`src/hw/rtl/cic_pkg.sv`:
```
// Shared types and constants of the cell index compactor.
// Item structs, function codes, register indexes, controller command/status.
// No dependencies.
package cic_pkg;

    localparam int DEVICES_DEF          = 4;
    localparam int CELLS_PER_DEVICE_DEF = 12;
    localparam int SLOTS_PER_GROUP_DEF  = 3;

    localparam int MASK_W  = 48;
    localparam int IDX_W   = 6;
    localparam int CELL_W  = 4;
    localparam int DMASK_W = 12;
    localparam int CFG_IDX_W = 1;

    localparam logic [1:0] FUNC_CELL = 2'd0;
    localparam logic [1:0] FUNC_AUX  = 2'd1;
    localparam logic [1:0] FUNC_DIS  = 2'd2;

    localparam logic [CFG_IDX_W-1:0] CFG_CELL_MASK = 1'd0;
    localparam logic [CFG_IDX_W-1:0] CFG_AUX_MASK  = 1'd1;

    typedef struct packed {
        logic [1:0]  func;
        logic [1:0]  device;
        logic [1:0]  register_group;
        logic [1:0]  slot;
        logic [3:0]  mux_channel;
        logic [15:0] voltage;
        logic [5:0]  position;
        logic        discharge_on;
    } t_in_item;

    typedef struct packed {
        logic               store_valid;
        logic [IDX_W-1:0]   result_index;
        logic [15:0]        voltage_out;
        logic [1:0]         discharge_device;
        logic [DMASK_W-1:0] discharge_mask;
        logic               status;
    } t_out_item;

    typedef struct packed {
        logic load;
        logic step;
        logic finish;
    } t_cmd;

    typedef struct packed {
        logic last_step;
    } t_stat;

endpackage

```
`src/hw/rtl/cic_ctrl.sv`:
```
// Controller of the cell index compactor: load, device walk, finish.
// Drives datapath commands and the output valid flag. Depends on cic_pkg.
module cic_ctrl import cic_pkg::*; (
    input  logic  i_clk,
    input  logic  i_rst_n,
    input  logic  i_in_valid,
    output logic  o_in_ready,
    output logic  o_out_valid,
    input  logic  i_out_ready,
    input  t_stat i_stat,
    output t_cmd  o_cmd
);

    typedef enum logic [2:0] {
        S_IDLE = 3'b001,
        S_WALK = 3'b010,
        S_DONE = 3'b100
    } t_state;

    t_state r_state, n_state;
    logic   r_out_valid, n_out_valid;

    always_comb begin
        o_in_ready   = (r_state == S_IDLE);
        o_cmd.load   = o_in_ready && i_in_valid;
        o_cmd.step   = (r_state == S_WALK);
        o_cmd.finish = (r_state == S_DONE) && (!r_out_valid || i_out_ready);
    end

    always_comb begin
        n_state = r_state;
        case (r_state)
            S_IDLE: begin
                if (o_cmd.load) n_state = S_WALK;
            end
            S_WALK: begin
                if (i_stat.last_step) n_state = S_DONE;
            end
            S_DONE: begin
                if (o_cmd.finish) n_state = S_IDLE;
            end
            default: n_state = S_IDLE;
        endcase
    end

    always_comb begin
        n_out_valid = r_out_valid;
        if (o_cmd.finish) begin
            n_out_valid = 1'b1;
        end else if (i_out_ready) begin
            n_out_valid = 1'b0;
        end
    end

    always_ff @(posedge i_clk) begin
        if (!i_rst_n) begin
            r_state     <= S_IDLE;
            r_out_valid <= 1'b0;
        end else begin
            r_state     <= n_state;
            r_out_valid <= n_out_valid;
        end
    end

    assign o_out_valid = r_out_valid;

endmodule

```
`src/hw/rtl/cic_datapath.sv`:
```
// Datapath of the cell index compactor: enable masks, per-device rank and
// select walk, discharge mask store and output register. Depends on cic_pkg.
module cic_datapath import cic_pkg::*; #(
    parameter int DEVICES          = DEVICES_DEF,
    parameter int CELLS_PER_DEVICE = CELLS_PER_DEVICE_DEF,
    parameter int SLOTS_PER_GROUP  = SLOTS_PER_GROUP_DEF
) (
    input  logic                 i_clk,
    input  logic                 i_rst_n,
    input  t_cmd                 i_cmd,
    output t_stat                o_stat,
    input  t_in_item             i_in_item,
    input  logic                 i_cfg_we,
    input  logic [CFG_IDX_W-1:0] i_cfg_index,
    input  logic [MASK_W-1:0]    i_cfg_data,
    output t_out_item            o_out_item
);

    localparam int DEV_W = (DEVICES > 1) ? $clog2(DEVICES) : 1;
    localparam int EXT_W = DEVICES * CELLS_PER_DEVICE;
    localparam int TOTAL = (EXT_W > MASK_W) ? MASK_W : EXT_W;
    localparam int CNT_W = $clog2(CELLS_PER_DEVICE + 1);
    localparam int N_W   = IDX_W + 1;

    logic [MASK_W-1:0]  r_cell_mask;
    logic [MASK_W-1:0]  r_aux_mask;
    t_in_item           r_item;
    logic [DEV_W-1:0]   r_step;
    logic [IDX_W-1:0]   r_acc;
    logic               r_found;
    logic [DEV_W-1:0]   r_hit_dev;
    logic [CELL_W-1:0]  r_hit_cell;
    logic [DMASK_W-1:0] r_dis [DEVICES];
    t_out_item          r_out;

    logic [CELL_W-1:0]           dcell;
    logic [N_W-1:0]              n_input;
    logic                        present;
    logic                        enabled;
    logic [MASK_W-1:0]           sel_mask;
    logic [EXT_W-1:0]            ext;
    logic [CELLS_PER_DEVICE-1:0] chunk;
    logic [CELLS_PER_DEVICE-1:0] below;
    logic [CNT_W-1:0]            cnt;
    logic [N_W-1:0]              run_sum;
    logic [IDX_W-1:0]            k_sel;
    logic [CELL_W-1:0]           sel_cell;
    logic                        hit;
    logic [CNT_W-1:0]            pre;
    logic [DMASK_W-1:0]          cur_dis;
    logic [DMASK_W-1:0]          new_dis;
    logic [DMASK_W-1:0]          dis_bit;
    t_out_item                   res;

    always_comb begin
        if (r_item.func == FUNC_CELL) begin
            dcell = CELL_W'(int'(r_item.register_group) * SLOTS_PER_GROUP
                            + int'(r_item.slot));
        end else begin
            dcell = r_item.mux_channel;
        end
        n_input  = N_W'(int'(r_item.device) * CELLS_PER_DEVICE + int'(dcell));
        present  = (int'(r_item.device) < DEVICES) && (int'(dcell) < CELLS_PER_DEVICE)
                   && (int'(n_input) < TOTAL);
        sel_mask = (r_item.func == FUNC_AUX) ? r_aux_mask : r_cell_mask;
        enabled  = present && sel_mask[n_input[IDX_W-1:0]];
        ext      = EXT_W'(sel_mask);
        chunk    = ext[int'(r_step) * CELLS_PER_DEVICE +: CELLS_PER_DEVICE];
    end

    always_comb begin
        for (int j = 0; j < CELLS_PER_DEVICE; j++) begin
            if (r_item.func == FUNC_DIS) begin
                below[j] = 1'b1;
            end else begin
                below[j] = (int'(r_step) < int'(r_item.device))
                           || ((int'(r_step) == int'(r_item.device)) && (j < int'(dcell)));
            end
        end
        cnt = '0;
        for (int j = 0; j < CELLS_PER_DEVICE; j++) begin
            cnt = cnt + CNT_W'(chunk[j] & below[j]);
        end
        run_sum = N_W'(r_acc) + N_W'(cnt);
        k_sel   = r_item.position - r_acc;
        hit     = (r_item.func == FUNC_DIS) && !r_found
                  && (run_sum > N_W'(r_item.position));
        sel_cell = '0;
        for (int j = 0; j < CELLS_PER_DEVICE; j++) begin
            pre = '0;
            for (int i = 0; i < j; i++) begin
                pre = pre + CNT_W'(chunk[i]);
            end
            if (chunk[j] && (IDX_W'(pre) == k_sel)) sel_cell = CELL_W'(j);
        end
    end

    assign o_stat.last_step = (int'(r_step) == DEVICES - 1);

    always_comb begin
        cur_dis = r_dis[r_hit_dev];
        dis_bit = DMASK_W'(1) << r_hit_cell;
        new_dis = r_item.discharge_on ? (cur_dis | dis_bit) : (cur_dis & ~dis_bit);
        res     = '0;
        case (r_item.func)
            FUNC_CELL, FUNC_AUX: begin
                res.store_valid  = enabled;
                res.result_index = enabled ? r_acc : '0;
                res.voltage_out  = r_item.voltage;
            end
            FUNC_DIS: begin
                if (r_found) begin
                    res.discharge_device = 2'(r_hit_dev);
                    res.discharge_mask   = new_dis;
                end else begin
                    res.status = 1'b1;
                end
            end
            default: res.status = 1'b1;
        endcase
    end

    always_ff @(posedge i_clk) begin
        if (!i_rst_n) begin
            r_cell_mask <= '0;
            r_aux_mask  <= '0;
        end else if (i_cfg_we) begin
            case (i_cfg_index)
                CFG_CELL_MASK: r_cell_mask <= i_cfg_data;
                CFG_AUX_MASK:  r_aux_mask  <= i_cfg_data;
                default: ;
            endcase
        end
    end

    always_ff @(posedge i_clk) begin
        if (!i_rst_n) begin
            for (int d = 0; d < DEVICES; d++) r_dis[d] <= '0;
        end else if (i_cmd.finish && (r_item.func == FUNC_DIS) && r_found) begin
            r_dis[r_hit_dev] <= new_dis;
        end
    end

    always_ff @(posedge i_clk) begin
        if (!i_rst_n) begin
            r_found <= 1'b0;
        end else if (i_cmd.load) begin
            r_found <= 1'b0;
        end else if (i_cmd.step && hit) begin
            r_found <= 1'b1;
        end
    end

    always_ff @(posedge i_clk) begin
        if (i_cmd.load) begin
            r_item <= i_in_item;
            r_step <= '0;
            r_acc  <= '0;
        end else if (i_cmd.step) begin
            r_step <= r_step + DEV_W'(1);
            if (hit) begin
                r_hit_dev  <= r_step;
                r_hit_cell <= sel_cell;
            end else if (!r_found) begin
                r_acc <= run_sum[IDX_W-1:0];
            end
        end
        if (i_cmd.finish) r_out <= res;
    end

    assign o_out_item = r_out;

endmodule

```
`src/hw/rtl/cell_index_compactor.sv`:
```
// Top level of the cell index compactor: controller plus datapath.
// Depends on cic_pkg, cic_ctrl and cic_datapath.
//
// Usage: readings and discharge requests enter on the input channel
// (i_in_valid / o_in_ready, payload i_in_item). Each gives one result on the
// output channel (o_out_valid / i_out_ready, payload o_out_item): store flag
// and compacted index for a reading, updated device discharge mask for a
// discharge request, status 1 for a rejected position or unused function.
// Enable masks are written through i_cfg_we / i_cfg_index / i_cfg_data by the
// user only while the block is idle; the block itself does not enforce this.
// Timing: one item at a time. After acceptance the datapath walks the chain
// one device per cycle, counting enabled inputs of that device, then forms
// the result and writes it to the output register once that register can
// take it. A new item is accepted only once the last result is registered,
// after the per-device walk of the rank/select counter.
// Reset clears both masks, all discharge masks and the output valid flag.
// A stalled receiver holds the result in the output register; the next item
// may still be accepted and walked, and waits for the register to empty.
module cell_index_compactor import cic_pkg::*; #(
    parameter int DEVICES          = DEVICES_DEF,
    parameter int CELLS_PER_DEVICE = CELLS_PER_DEVICE_DEF,
    parameter int SLOTS_PER_GROUP  = SLOTS_PER_GROUP_DEF
) (
    input  logic                 i_clk,
    input  logic                 i_rst_n,
    input  logic                 i_in_valid,
    output logic                 o_in_ready,
    input  t_in_item             i_in_item,
    output logic                 o_out_valid,
    input  logic                 i_out_ready,
    output t_out_item            o_out_item,
    input  logic                 i_cfg_we,
    input  logic [CFG_IDX_W-1:0] i_cfg_index,
    input  logic [MASK_W-1:0]    i_cfg_data
);

    t_cmd  cmd;
    t_stat stat;

    cic_ctrl u_ctrl (
        .i_clk       (i_clk),
        .i_rst_n     (i_rst_n),
        .i_in_valid  (i_in_valid),
        .o_in_ready  (o_in_ready),
        .o_out_valid (o_out_valid),
        .i_out_ready (i_out_ready),
        .i_stat      (stat),
        .o_cmd       (cmd)
    );

    cic_datapath #(
        .DEVICES          (DEVICES),
        .CELLS_PER_DEVICE (CELLS_PER_DEVICE),
        .SLOTS_PER_GROUP  (SLOTS_PER_GROUP)
    ) u_dp (
        .i_clk       (i_clk),
        .i_rst_n     (i_rst_n),
        .i_cmd       (cmd),
        .o_stat      (stat),
        .i_in_item   (i_in_item),
        .i_cfg_we    (i_cfg_we),
        .i_cfg_index (i_cfg_index),
        .i_cfg_data  (i_cfg_data),
        .o_out_item  (o_out_item)
    );

endmodule

```
`config.mk`:
```
export PLATFORM = sky130hd
export DESIGN_NAME = cell_index_compactor
export DESIGN_NICKNAME = d
export VERILOG_FILES = /design/src/hw/rtl/cic_pkg.sv /design/src/hw/rtl/cic_ctrl.sv /design/src/hw/rtl/cic_datapath.sv /design/src/hw/rtl/cell_index_compactor.sv
export SDC_FILE = /design/constraint.sdc
export NUM_CORES = 1
export LEC_CHECK = 0
export BUFFER_PORTS_ARGS = -buffer_cell sky130_fd_sc_hd__buf_2
export CAP_MARGIN = 20
export CORE_ASPECT_RATIO = 1.4
export CORE_MARGIN = 4
export CORE_UTILIZATION = 45
export CTS_CLUSTER_SIZE = 14
export DETAILED_ROUTE_END_ITERATION = 8
export PLACE_DENSITY = 0.75
export REMOVE_ABC_BUFFERS = 1
export SLEW_MARGIN = 5
export SYNTH_ARGS = -nofsm -noshare
export SYNTH_HDL_FRONTEND = slang
export SYNTH_SLANG_ARGS = --single-unit
```
`constraint.sdc`:
```
create_clock -name i_clk -period 9.7 [get_ports i_clk]
set_input_delay 1.94 -clock i_clk [delete_from_list [all_inputs] [get_ports i_clk]]
set_output_delay 1.94 -clock i_clk [all_outputs]
set_load 0.03 [all_outputs]
```
# After elaboration in Yosys (flattened, before gate mapping)
# Memories as Yosys holds them, arrays and structs flattened. A register that Yosys moved wholly into a read port is not among the register bits.
# Index checks and enable logic that the tools add are counted.
[op_classes]
n_mul = 3
n_reduce_logical = 61
n_eq_ne = 21
magnitude_cmp = 17
n_bitwise = 20
add_sub_neg = 26
shift = 2
n_mux = 43
[ops]
columns = ["operator", "n"]
rows = [
  ["$eq A4 B6 Y1", 10],
  ["$mux W48", 1],
  ["$shiftx A48 B32 Y12", 1],
  ["$add A4 B4 Y4", 11],
  ["$add A4 B1 Y4", 9],
  ["$logic_and A1 B1 Y1", 32],
  ["$mux W12", 2],
  ["$mux W1", 23],
  ["$mux W3", 7],
  ["$lt A3 B4 Y1 const A", 4],
  ["$lt A4 B4 Y1 const A", 4],
  ["$logic_or A1 B1 Y1", 13],
  ["$and A1 B1 Y1", 12],
  ["$and A12 B12 Y12", 1],
  ["$mul A2 B2 Y4 const B", 3],
  ["$mux W2", 6],
  ["$not A12 Y12", 1],
  ["$or A12 B12 Y12", 1],
  ["$reduce_or A12 Y1", 1],
  ["$shl A1 B4 Y12 const A", 1],
  ["$pmux W3 S3", 1],
  ["$reduce_and A3 Y1", 3],
  ["$lt A1 B4 Y1 const A", 2],
  ["$lt A2 B4 Y1 const A", 2],
  ["30 further kinds", 42],
]
[word_totals]
input_bits = 89
mem_bits_rw = 48
out_inout_bits = 40
register_bits = 188
n_memories = 1
word_cells = 219
[mem_list]
columns = ["name", "depth", "word_bits", "read_ports", "rd_clocked_by_memory_dff", "wr", "line", "rtl"]
rows = [
  ["u_dp.r_dis", 4, 12, 1, 1, 4, "cic_datapath.sv:33", "logic [DMASK_W-1:0] r_dis [DEVICES];"],
]

# Logic depth before layout (Yosys ltp)
# Gate-level depths: netlist (run 1).
[logic_depth]
depth_word = 24
ltp_mapped = 34
depth_no_buf = 34

# Cells and area by module
# From an unflattened synthesis (run 1), not the netlist that was laid out.
[unflattened]
hier_cells = 1186
hier_area_um2 = 12757.2
[by_module_without_submodules]
columns = ["module", "area_each_um2", "n_inst", "seq_area_each_um2", "cells_per_inst"]
rows = [
  ["cic_datapath", 12520.8, 1, 5955.7, 1161],
  ["cic_ctrl", 236.5, 1, 80.1, 25],
]

# Worst setup path after synthesis (run 1)
# OpenSTA, ideal clock, no wires.
[synth_path]
path_type = "register -> register"
startpoint = "reg u_dp.r_item[30] in the netlist's numbering"
endpoint = "reg with a tool-made name"
setup_time_ns = 0.121
path_buffers = 0
stages_incl_launch_ff = 33
path_slack_ns = 1.748
arrival_ns = 7.831
required_time_ns = 9.579
period_less_slack_ns = 7.952
cell_sequence = "edfxtp_1 -> inv_1 -> fa_1 -> inv_1 -> ha_1 -> inv_1 -> fa_1 -> a21oi_1 -> a31oi_1 -> o21ai_0 -> o21ai_0 -> fa_1 -> inv_1 -> fa_1 -> inv_1 -> fa_1 -> fa_1 -> inv_1 -> ha_1 -> fa_1 -> ha_1 -> a21o_1 -> a21oi_1 -> nor2b_1 -> o21ai_0 -> xnor2_1 -> ha_1 -> nand3_1 -> o21bai_1 -> a21oi_1 -> o21ai_0 -> nor2b_1 -> mux2_2"
[synth_rtl]
columns = ["element", "line", "rtl"]
rows = [
  ["start: declaration", "cic_datapath.sv:27", "t_in_item r_item;"],
  ["start signal: assignment", "cic_datapath.sv:156", "r_item <= i_in_item;"],
]

==> flow_summary.yaml, run 1 <==
cts:
  post_cts_resized: 0
  root_buffer: "clkbuf_16"
  clock_latency_ns: 0.53
  post-cts-setup-buffers: 0
  cts_tree: "done"
  htreeDepth: 1
  clk_pin_slew_ns: 0.06
  clock_path_buffers: 3
  ctsHoldBuffers: 0
  cts.sinks: 238
  cts_buffers: 25
cells_and_area:
  layout-drive-gt1-share_pct: 18.2
  final-instance-count-excl-fill: 1687
  layout-area-overhead-vs-synth_pct: 14.5
  final_area_um2: 14400
  layout.nets: 1447
  diodes: 0
  final_common_cell: "nand2_1"
  layout_common_cells: "nand2_1 (232), buf_2 (128), edfxtp_1 (127)"
status:
  status: "completed"
yosys:
  synthCells: 1188
  synth_top_area_share_pct: 30.2
  ys_warn_count: 0
  synth_edf_count: 127
  synthArstFlopShare_pct: 0
  postSynthAreaPerCell_um2: 10.6
  ys_ff_latch: 238
  synth_cell_types: 61
  synth.largest_area_cell: "edfxtp_1"
  synthTopCellsByArea: "edfxtp_1 (30%), dfxtp_1 (18%), mux4_2 (7.0%)"
  yosysSeqAreaShare_pct: 47.8
  syn_area_um2: 12600
  ys.flop_type: "edfxtp_1"
die:
  ios: 129
  placementRows: 72
  die_height_um: 206
  coreArea_um2: 27700
  start_util_pct: 45.6
  die_w_um: 150
  dieArea_um2: 30800
worst_hold_path:
  whs_path_depth: 2
  worstHoldPathType: "flip-flop to flip-flop"
  hold_path_end: "u_dp.r_aux_mask[44]$_SDFFE_PN0P_"
  worstHoldStart: "u_dp.r_aux_mask[44]$_SDFFE_PN0P_"
power_and_ir_drop:
  p_total_mw: 2.49
  switching_share_pct: 26.2
  net-switching-power_mw: 0.653
  pwr-share-seq_pct: 45.0
  power_frac_clock_pct: 38.5
  p_leak_nw: 5.61
  p_per_area_nw_per_um2: 173
  p_comb_share_pct: 16.5
  internal_power_mw: 1.84
  peakVddDrop_mv: 0.148
global_routing:
  antenna_found_initial: 0
  grt_max_degree: 106
  grt_pass1_vias: 9160
  grt-ovfl-total: 0
  grt_usage_pct: 19.1
  grt_pass1_wl_um: 47500
routing:
  num_vias: 9106
  post_drt_wl_per_cell_um: 17.5
  vias_per_cell: 5.40
  drtAntennaViolNets: 0
  drc: 0
  wl_um: 29500
  drtIter0Drc: 729
  dr.pass1.iters: 5
sta:
  fin_crit_sh_pct: 90.4
  relSlewSlack_pct: 31.6
  setup_violations: 0
  finalHoldViolations: 0
  rsz0062_at_grt: "no"
  drv_slew: 0
  worst_pin_slew_ns: 1.03
  tns_ns: 0
  fin_crit_ns: 8.77
  skew_ns: 0.0126
  fmax_mhz: 114
critical_path:
  cp.arrival_ns: 9.18
  critPathRequiredTime_ns: 10.11
  crit_top_cell: "fa_1"
  end_kind: "flip-flop"
  slowest_delay_ns: 0.61
  crit_fanout: 10
  cp-start-kind: "flip-flop"
  r2r_start: "u_dp.r_item[29]$_DFFE_PP_"
  crit_type: "flip-flop to flip-flop"
  r2r_cells: 32
  critPathSlowestCell: "nor2b_1"
  rrSetupSlack_ns: 0.93
placement:
  post-place-cells: 1640
  routabilityCongestion: 0.875
  dpl.hpwl_um: 20600
  port_buffers: 128
  placed_cell_area_um2: 13600
job:
  cap_violations: 0
-- layout make-up --
class / count / area, µm²
Inverter: 53 / 199
Tap cell: 370 / 463
Timing Repair Buffer: 140 / 743
Clock buffer: 35 / 746
Multi-Input combinational cell: 840 / 6160
Sequential cell: 238 / 6040
Clock inverter: 11 / 91.3
Fill cell: 2446 / 13200
-- through the flow --
step	hold slack (ns)	util [%]	worst slack [ns]
2_1_floorplan	0.443	-	-0.735
3_3_place_gp	0.451	49.2	1.26
3_5_place_dp	0.459	49.2	0.954
4_1_cts	0.467	52.2	0.933
5_1_grt	0.479	52.2	0.324
6_report	0.464	52.2	0.931
-- power by group through the flow --
stage / clock network [mW] / registers, mW / logic (mW)
after floorplan: 0 / 1.14 / 0.298
after global placement: 0 / 1.14 / 0.397
after detailed placement: 0 / 1.14 / 0.407
after CTS: 0.978 / 1.12 / 0.412
after global routing: 1.02 / 1.12 / 0.457
final: 0.959 / 1.12 / 0.412
-- registers in the layout, indices dropped and copies added (netlist names), named ones only --
name,count
u_dp.r_acc,6
u_dp.r_dis,48
u_dp.r_aux_mask,48
u_dp.r_hit_cell,4
u_dp.r_hit_dev,2
u_dp.r_cell_mask,48
u_dp.o_out_item,38
u_dp.r_item,35
u_ctrl.r_state,3
u_dp.r_found,1
u_ctrl.o_out_valid,1
u_dp.r_step,2
-- worst max-delay path: cells and delay by family (launching register included) --
family	cells	cell delay, ns
multiplexers	1	0.41
AO/OA/AOI/OAI	10	2.23
buffers and inverters	6	0.38
XOR/XNOR	1	0.12
adder cells (fa/ha/maj)	11	4.34
flip-flops	1	0.39
AND/OR/NAND/NOR	3	0.77
-- layer usage --
metal	vias up	share of wire, %	GRT usage, %
met4	0	2.7	6.12
met5	-	0	0
met1	4384	39	23.0
met3	56	5.6	2.68
met2	287	52	35.0
li1	4379	-	-
-- how the worst max path moves through the flow --
stage,cells after the start,endpoint,slack (ns),start
after global placement,32,flip-flop,1.26,u_dp.r_item[30]$_DFFE_PP_
final,32,flip-flop,0.93,u_dp.r_item[29]$_DFFE_PP_
after CTS,32,flip-flop,0.93,u_dp.r_item[29]$_DFFE_PP_
after floorplan,27,flip-flop,-0.74,u_dp.r_item[34]$_DFFE_PP_
after detailed placement,32,flip-flop,0.95,u_dp.r_item[29]$_DFFE_PP_
after global routing,32,flip-flop,0.32,u_dp.r_item[30]$_DFFE_PP_
-- cells in the mapped netlist (8+ instances only) --
master / number
xnor2_1: 37
nor3_1: 23
a21oi_1: 21
mux2i_1: 53
xor2_1: 17
nor2b_1: 25
edfxtp_1: 127
nand3_1: 14
o221ai_1: 8
a31oi_1: 11
and2_1: 8
fa_1: 14
clkbuf_1: 43
a21boi_0: 97
nand2_1: 232
nor2_1: 98
ha_1: 46
mux4_2: 39
a21o_1: 10
inv_1: 50
o21ai_0: 14
dfxtp_1: 111
-- cell families after synthesis --
group / Yosys count / share of synthesized area, %
multiplexers: 95 / 11.5
flip-flops: 238 / 47.8
AO/OA/AOI/OAI: 189 / 10.6
adder cells (fa/ha/maj): 60 / 6.78
XOR/XNOR: 60 / 4.76
AND/OR/NAND/NOR: 436 / 15.0
buffers and inverters: 110 / 3.49
Power figures use the tool's default switching activity.
==> run 2, diff against run 1 <==
--- a/config.mk
+++ b/config.mk
@@ -7,14 +7,16 @@
 export LEC_CHECK = 0
 export BUFFER_PORTS_ARGS = -buffer_cell sky130_fd_sc_hd__buf_2
 export CAP_MARGIN = 20
+export CELL_PAD_IN_SITES_DETAIL_PLACEMENT = 1
+export CELL_PAD_IN_SITES_GLOBAL_PLACEMENT = 1
 export CORE_ASPECT_RATIO = 1.4
 export CORE_MARGIN = 4
 export CORE_UTILIZATION = 45
 export CTS_CLUSTER_SIZE = 14
 export DETAILED_ROUTE_END_ITERATION = 8
-export PLACE_DENSITY = 0.75
+export PLACE_DENSITY = 0.88
 export REMOVE_ABC_BUFFERS = 1
-export SLEW_MARGIN = 5
+export SLEW_MARGIN = 20
 export SYNTH_ARGS = -nofsm -noshare
 export SYNTH_HDL_FRONTEND = slang
 export SYNTH_SLANG_ARGS = --single-unit
==> flow_summary.yaml, run 2 (synthesized netlist as in run 1, its figures left out) <==
worst_hold_path:
  worstHoldPathType: "flip-flop to flip-flop"
die:
  die_height_um: 206
  dieArea_um2: 30800
  start_util_pct: 45.6
  placementRows: 72
  coreArea_um2: 27700
  die_w_um: 150
  ios: 129
power_and_ir_drop:
  pwr-share-seq_pct: 44.7
  p_per_area_nw_per_um2: 175
  internal_power_mw: 1.85
  p_total_mw: 2.52
  switching_share_pct: 26.4
  p_comb_share_pct: 17.1
  net-switching-power_mw: 0.666
  peakVddDrop_mv: 0.114
  power_frac_clock_pct: 38.2
  p_leak_nw: 5.59
global_routing:
  grt-ovfl-total: 0
  grt_max_degree: 106
  grt_pass1_wl_um: 55200
  grt_pass1_vias: 10200
  grt_usage_pct: 22.8
  antenna_found_initial: 0
routing:
  drc: 0
  post_drt_wl_per_cell_um: 20.7
  dr.pass1.iters: 5
  vias_per_cell: 5.55
  wl_um: 34900
  drtIter0Drc: 505
  num_vias: 9351
  drtAntennaViolNets: 0
cells_and_area:
  layout-drive-gt1-share_pct: 17.9
  reg.largest.list: "u_dp.r_aux_mask (48), u_dp.r_cell_mask (48), u_dp.r_dis (48)"
  fill_cells: 3062
  final-instance-count-excl-fill: 1685
  diodes: 0
  layout_common_cells: "nand2_1 (232), buf_2 (128), edfxtp_1 (127)"
  final_common_cell: "nand2_1"
  layout.nets: 1448
  post-route-util_pct: 52.1
  layout-area-overhead-vs-synth_pct: 14.3
sta:
  worst_pin_slew_ns: 1.02
  rsz0062_at_grt: "no"
  finalHoldViolations: 0
  fin_crit_ns: 8.90
  setup_violations: 0
  fmax_mhz: 112
  skew_ns: 0.0217
  relSlewSlack_pct: 31.7
  drv_slew: 0
  fin_crit_sh_pct: 91.8
critical_path:
  critPathTopFamily: "adder cells"
  cp.arrival_ns: 9.32
  crit_fanout: 10
  end_kind: "flip-flop"
  crit_buf_inv: 6
  crit_type: "flip-flop to flip-flop"
  critPathSlowestCell: "nor2b_1"
  critPathRequiredTime_ns: 10.11
  slowest_delay_ns: 0.63
  cp-start-kind: "flip-flop"
  crit_top_cell: "fa_1"
cts:
  clock_latency_ns: 0.54
  htreeDepth: 1
  clock_path_buffers: 3
  clk_pin_slew_ns: 0.07
  ctsHoldBuffers: 0
  root_buffer: "clkbuf_16"
  cts.sinks: 238
  cts_buffers: 23
  post-cts-setup-buffers: 0
  post_cts_resized: 0
  cts_tree: "done"
status:
  status: "completed"
job:
  cap_violations: 0
placement:
  dpl.hpwl_um: 25300
  port_buffers: 128
  routabilityCongestion: 0.900
  post-place-cells: 1644
## run 2: metal layers
metal	part of all wire [%]	track usage, %
met1	38	25.6
met2	54	43.3
met3	3.8	2.39
met4	4.3	9.75
met5	0	0
## run 2: final timing paths
kind,startpoint,to,slack (ns),cells after the start
worst max-delay path,u_dp.r_item[29]$_DFFE_PP_,flip-flop,0.80,32
worst min register to register,u_dp.r_cell_mask[20]$_SDFFE_PN0P_,u_dp.r_cell_mask[20]$_SDFFE_PN0P_,0.47,2
worst min-delay path,u_dp.r_cell_mask[20]$_SDFFE_PN0P_,u_dp.r_cell_mask[20]$_SDFFE_PN0P_,0.47,2
worst max register to register,u_dp.r_item[29]$_DFFE_PP_,flip-flop,0.80,32
## run 2: stage by stage
| step | TNS (ns) | setup WS (ns) | instance area, µm² | hold WS (ns) |
|---|---|---|---|---|
| floorplan | -8.07 | -0.735 | 12400 | 0.443 |
| global placement | 0 | 1.21 | 13600 | 0.451 |
| detailed placement | 0 | 0.736 | 13600 | 0.460 |
| CTS | 0 | 0.721 | 14400 | 0.468 |
| global route | 0 | 0.102 | 14400 | 0.488 |
| finish | 0 | 0.795 | 14400 | 0.466 |
## run 2: power groups by stage
stage                     Clock, mW  Combinational [mW]  Sequential, mW
final                         0.962               0.430            1.12
after global routing           1.03               0.477            1.13
after CTS                     0.984               0.430            1.12
after detailed placement          0               0.426            1.15
after global placement            0               0.405            1.14
after floorplan                   0               0.298            1.14
## run 2: worst register-to-register path: cells and delay by family (launching register included)
| family | cells | cell delay, ns |
|---|---|---|
| adder cells (fa/ha/maj) | 11 | 4.39 |
| flip-flops | 1 | 0.39 |
| buffers and inverters | 6 | 0.38 |
| AO/OA/AOI/OAI | 10 | 2.30 |
| AND/OR/NAND/NOR | 3 | 0.82 |
| multiplexers | 1 | 0.40 |
| XOR/XNOR | 1 | 0.11 |
## run 2: cell type report
class	count	area, µm²	area share [%]
Multi-Input combinational cell	840	6170	42.8
Timing Repair Buffer	143	753	5.22
Inverter	53	199	1.38
Clock buffer	29	608	4.22
Clock inverter	12	186	1.29
Tap cell	370	463	3.21
Sequential cell	238	6040	41.9
==> run 3, diff against run 2 <==
--- a/config.mk
+++ b/config.mk
@@ -16,7 +16,9 @@
 export DETAILED_ROUTE_END_ITERATION = 8
 export PLACE_DENSITY = 0.88
 export REMOVE_ABC_BUFFERS = 1
+export SKIP_LAST_GASP = 1
 export SLEW_MARGIN = 20
 export SYNTH_ARGS = -nofsm -noshare
 export SYNTH_HDL_FRONTEND = slang
+export SYNTH_HIERARCHICAL = 1
 export SYNTH_SLANG_ARGS = --single-unit
==> flow_summary.yaml, run 3 <==
yosys:
  postSynthAreaPerCell_um2: 10.8
  ys.flop_type: "edfxtp_1"
  synth_edf_count: 127
  synth.largest_area_cell: "edfxtp_1"
  yosysSeqAreaShare_pct: 47.3
  synthArstFlopShare_pct: 0
  syn_area_um2: 12800
  synth_cell_types: 69
  synthTopCellsByArea: "edfxtp_1 (30%), dfxtp_1 (17%), mux4_2 (7.1%)"
  synthCells: 1186
  synth_most_common_cell: "nand2_1"
  ys_ff_latch: 238
  synthTopCellsByCount: "nand2_1 (225), edfxtp_1 (127), dfxtp_1 (111)"
  synth_top_area_share_pct: 29.9
  ys_warn_count: 6
cells_and_area:
  multiInputGateArea_um2: 6260
  fill_cells: 3019
  register_area_um2: 6040
  layout-area-overhead-vs-synth_pct: 13.6
  layout.nets: 1445
  final_common_cell: "nand2_1"
  reg.largest.list: "u_dp/r_aux_mask (48), u_dp/r_cell_mask (48), u_dp/r_dis (48)"
  layout_common_cells: "nand2_1 (225), buf_2 (128), edfxtp_1 (127)"
  diodes: 0
  layout-drive-gt1-share_pct: 18.2
power_and_ir_drop:
  p_leak_nw: 5.57
  peakVddDrop_mv: 0.119
  p_per_area_nw_per_um2: 174
die:
  placementRows: 72
  ios: 129
  die_height_um: 207
  coreArea_um2: 27800
  die_w_um: 150
  start_util_pct: 45.8
  dieArea_um2: 31100
global_routing:
  grt_pass1_vias: 10200
  grt_max_degree: 72
  grt_usage_pct: 21.7
  grt-ovfl-total: 0
  antenna_found_initial: 0
  grt_pass1_wl_um: 54100
cts:
  post_cts_resized: 0
  root_buffer: "clkbuf_16"
  post-cts-setup-buffers: 0
  cts.sinks: 238
  clock_latency_ns: 0.54
  cts_buffers: 24
  ctsHoldBuffers: 0
  htreeDepth: 1
  clock_path_buffers: 3
  cts_tree: "done"
  clk_pin_slew_ns: 0.06
critical_path:
  crit_buf_inv: 8
  crit_fanout: 9
  crit_type: "flip-flop to flip-flop"
  end_kind: "flip-flop"
  r2r_start: "u_dp/r_item[29]$_DFFE_PP_"
  critical_path_depth: 32
  cp.arrival_ns: 8.82
  rrSetupSlack_ns: 1.29
  slowest_delay_ns: 0.55
  critPathSlowestCell: "fa_1"
  critPathRequiredTime_ns: 10.11
  cp-start-kind: "flip-flop"
  startpoint: "u_dp/r_item[29]$_DFFE_PP_"
  r2r_cells: 32
  critPathTopFamily: "adder cells"
  crit_top_cell: "fa_1"
placement:
  port_buffers: 128
  dpl.hpwl_um: 24600
  routabilityCongestion: 0.888
sta:
  tns_ns: 0
  fin_crit_ns: 8.41
  skew_ns: 0.0226
  setup_violations: 0
  worst_pin_slew_ns: 1.02
  rsz0062_at_grt: "no"
  fin_crit_sh_pct: 86.7
  drv_slew: 0
  hold_slack_ns: 0.469
  fmax_mhz: 119
  relSlewSlack_pct: 31.7
  finalHoldViolations: 0
routing:
  drtIter0Drc: 557
  drtAntennaViolNets: 0
  wl_um: 34100
  dr.pass1.iters: 5
  post_drt_wl_per_cell_um: 20.3
  drc: 0
  num_vias: 9367
  vias_per_cell: 5.57
status:
  status: "completed"
worst_hold_path:
  worstHoldPathType: "flip-flop to flip-flop"
job:
  cap_violations: 0
## run 3: cell count changes in the layout (fill, tap and decap cells not counted), sizes merged, moves of 7 or more
cell | previous run | this run
clkbuf | 29 | 38
nand2 | 232 | 225
nor2 | 99 | 92
nor4 | 3 | 11
xnor2 | 38 | 30
## run 3: metal layers
layer	wire length, µm	part of all wire (%)	GRT usage (%)	vias up
met5	0	0	0	-
met1	13200	39	25.1	4648
met4	1330	3.9	8.43	0
li1	-	-	-	4403
met2	18300	54	40.1	234
met3	1300	3.8	2.73	82
## run 3: area by class of cell
type / count / area share [%]
clock buffers: 38 / 5.15
clock inverters: 6 / 0.354
inverters: 49 / 1.27
multi-input cells: 839 / 43.2
flip-flops and latches: 238 / 41.6
well taps: 370 / 3.19
repair buffers: 143 / 5.20
## run 3: cell families after synthesis
logic type	count (synthesis)	share of synthesized area, %
compound gates	188	10.5
xor+xnor	59	4.71
fa+ha+maj	61	6.81
buf+inv	109	3.73
flops	238	47.3
mux	99	11.8
simple gates	432	15.2
## run 3: tightest hold or removal path: stages, from the launching register on
cell and delay, ns:
dfxtp_1 0.31, nand2_1 0.05, a21boi_0 0.07
## run 3: how the worst min path moves through the flow
stage | from | to | depth (start not counted)
after floorplan | u_dp/r_cell_mask[15]$_SDFFE_PN0P_ | u_dp/r_cell_mask[15]$_SDFFE_PN0P_ | 2
after global placement | u_dp/r_cell_mask[19]$_SDFFE_PN0P_ | u_dp/r_cell_mask[19]$_SDFFE_PN0P_ | 2
after detailed placement | u_dp/r_aux_mask[31]$_SDFFE_PN0P_ | u_dp/r_aux_mask[31]$_SDFFE_PN0P_ | 2
after CTS | u_dp/r_aux_mask[31]$_SDFFE_PN0P_ | u_dp/r_aux_mask[31]$_SDFFE_PN0P_ | 2
after global routing | u_dp/r_aux_mask[31]$_SDFFE_PN0P_ | u_dp/r_aux_mask[31]$_SDFFE_PN0P_ | 2
final | u_dp/r_aux_mask[31]$_SDFFE_PN0P_ | u_dp/r_aux_mask[31]$_SDFFE_PN0P_ | 2
## run 3: through the flow
step	worst slack [ns]	std cells	util, %	power, mW	cell area [µm²]
5_1_grt	0.700	1683	52.1	2.63	14500
3_5_place_dp	1.39	1639	49.2	1.61	13700
2_1_floorplan	1.45	1126	-	1.46	12500
3_3_place_gp	1.62	1639	49.2	1.59	13700
4_1_cts	1.33	1683	52.1	2.54	14500
6_report	1.29	1683	52.1	2.52	14500
## run 3: power breakdown
part | total (mW) | internal, mW | switching [mW]
Clock | 0.922 | 0.532 | 0.390
Combinational | 0.469 | 0.195 | 0.274
Sequential | 1.13 | 1.10 | 0.0266
Total | 2.52 | 1.83 | 0.691
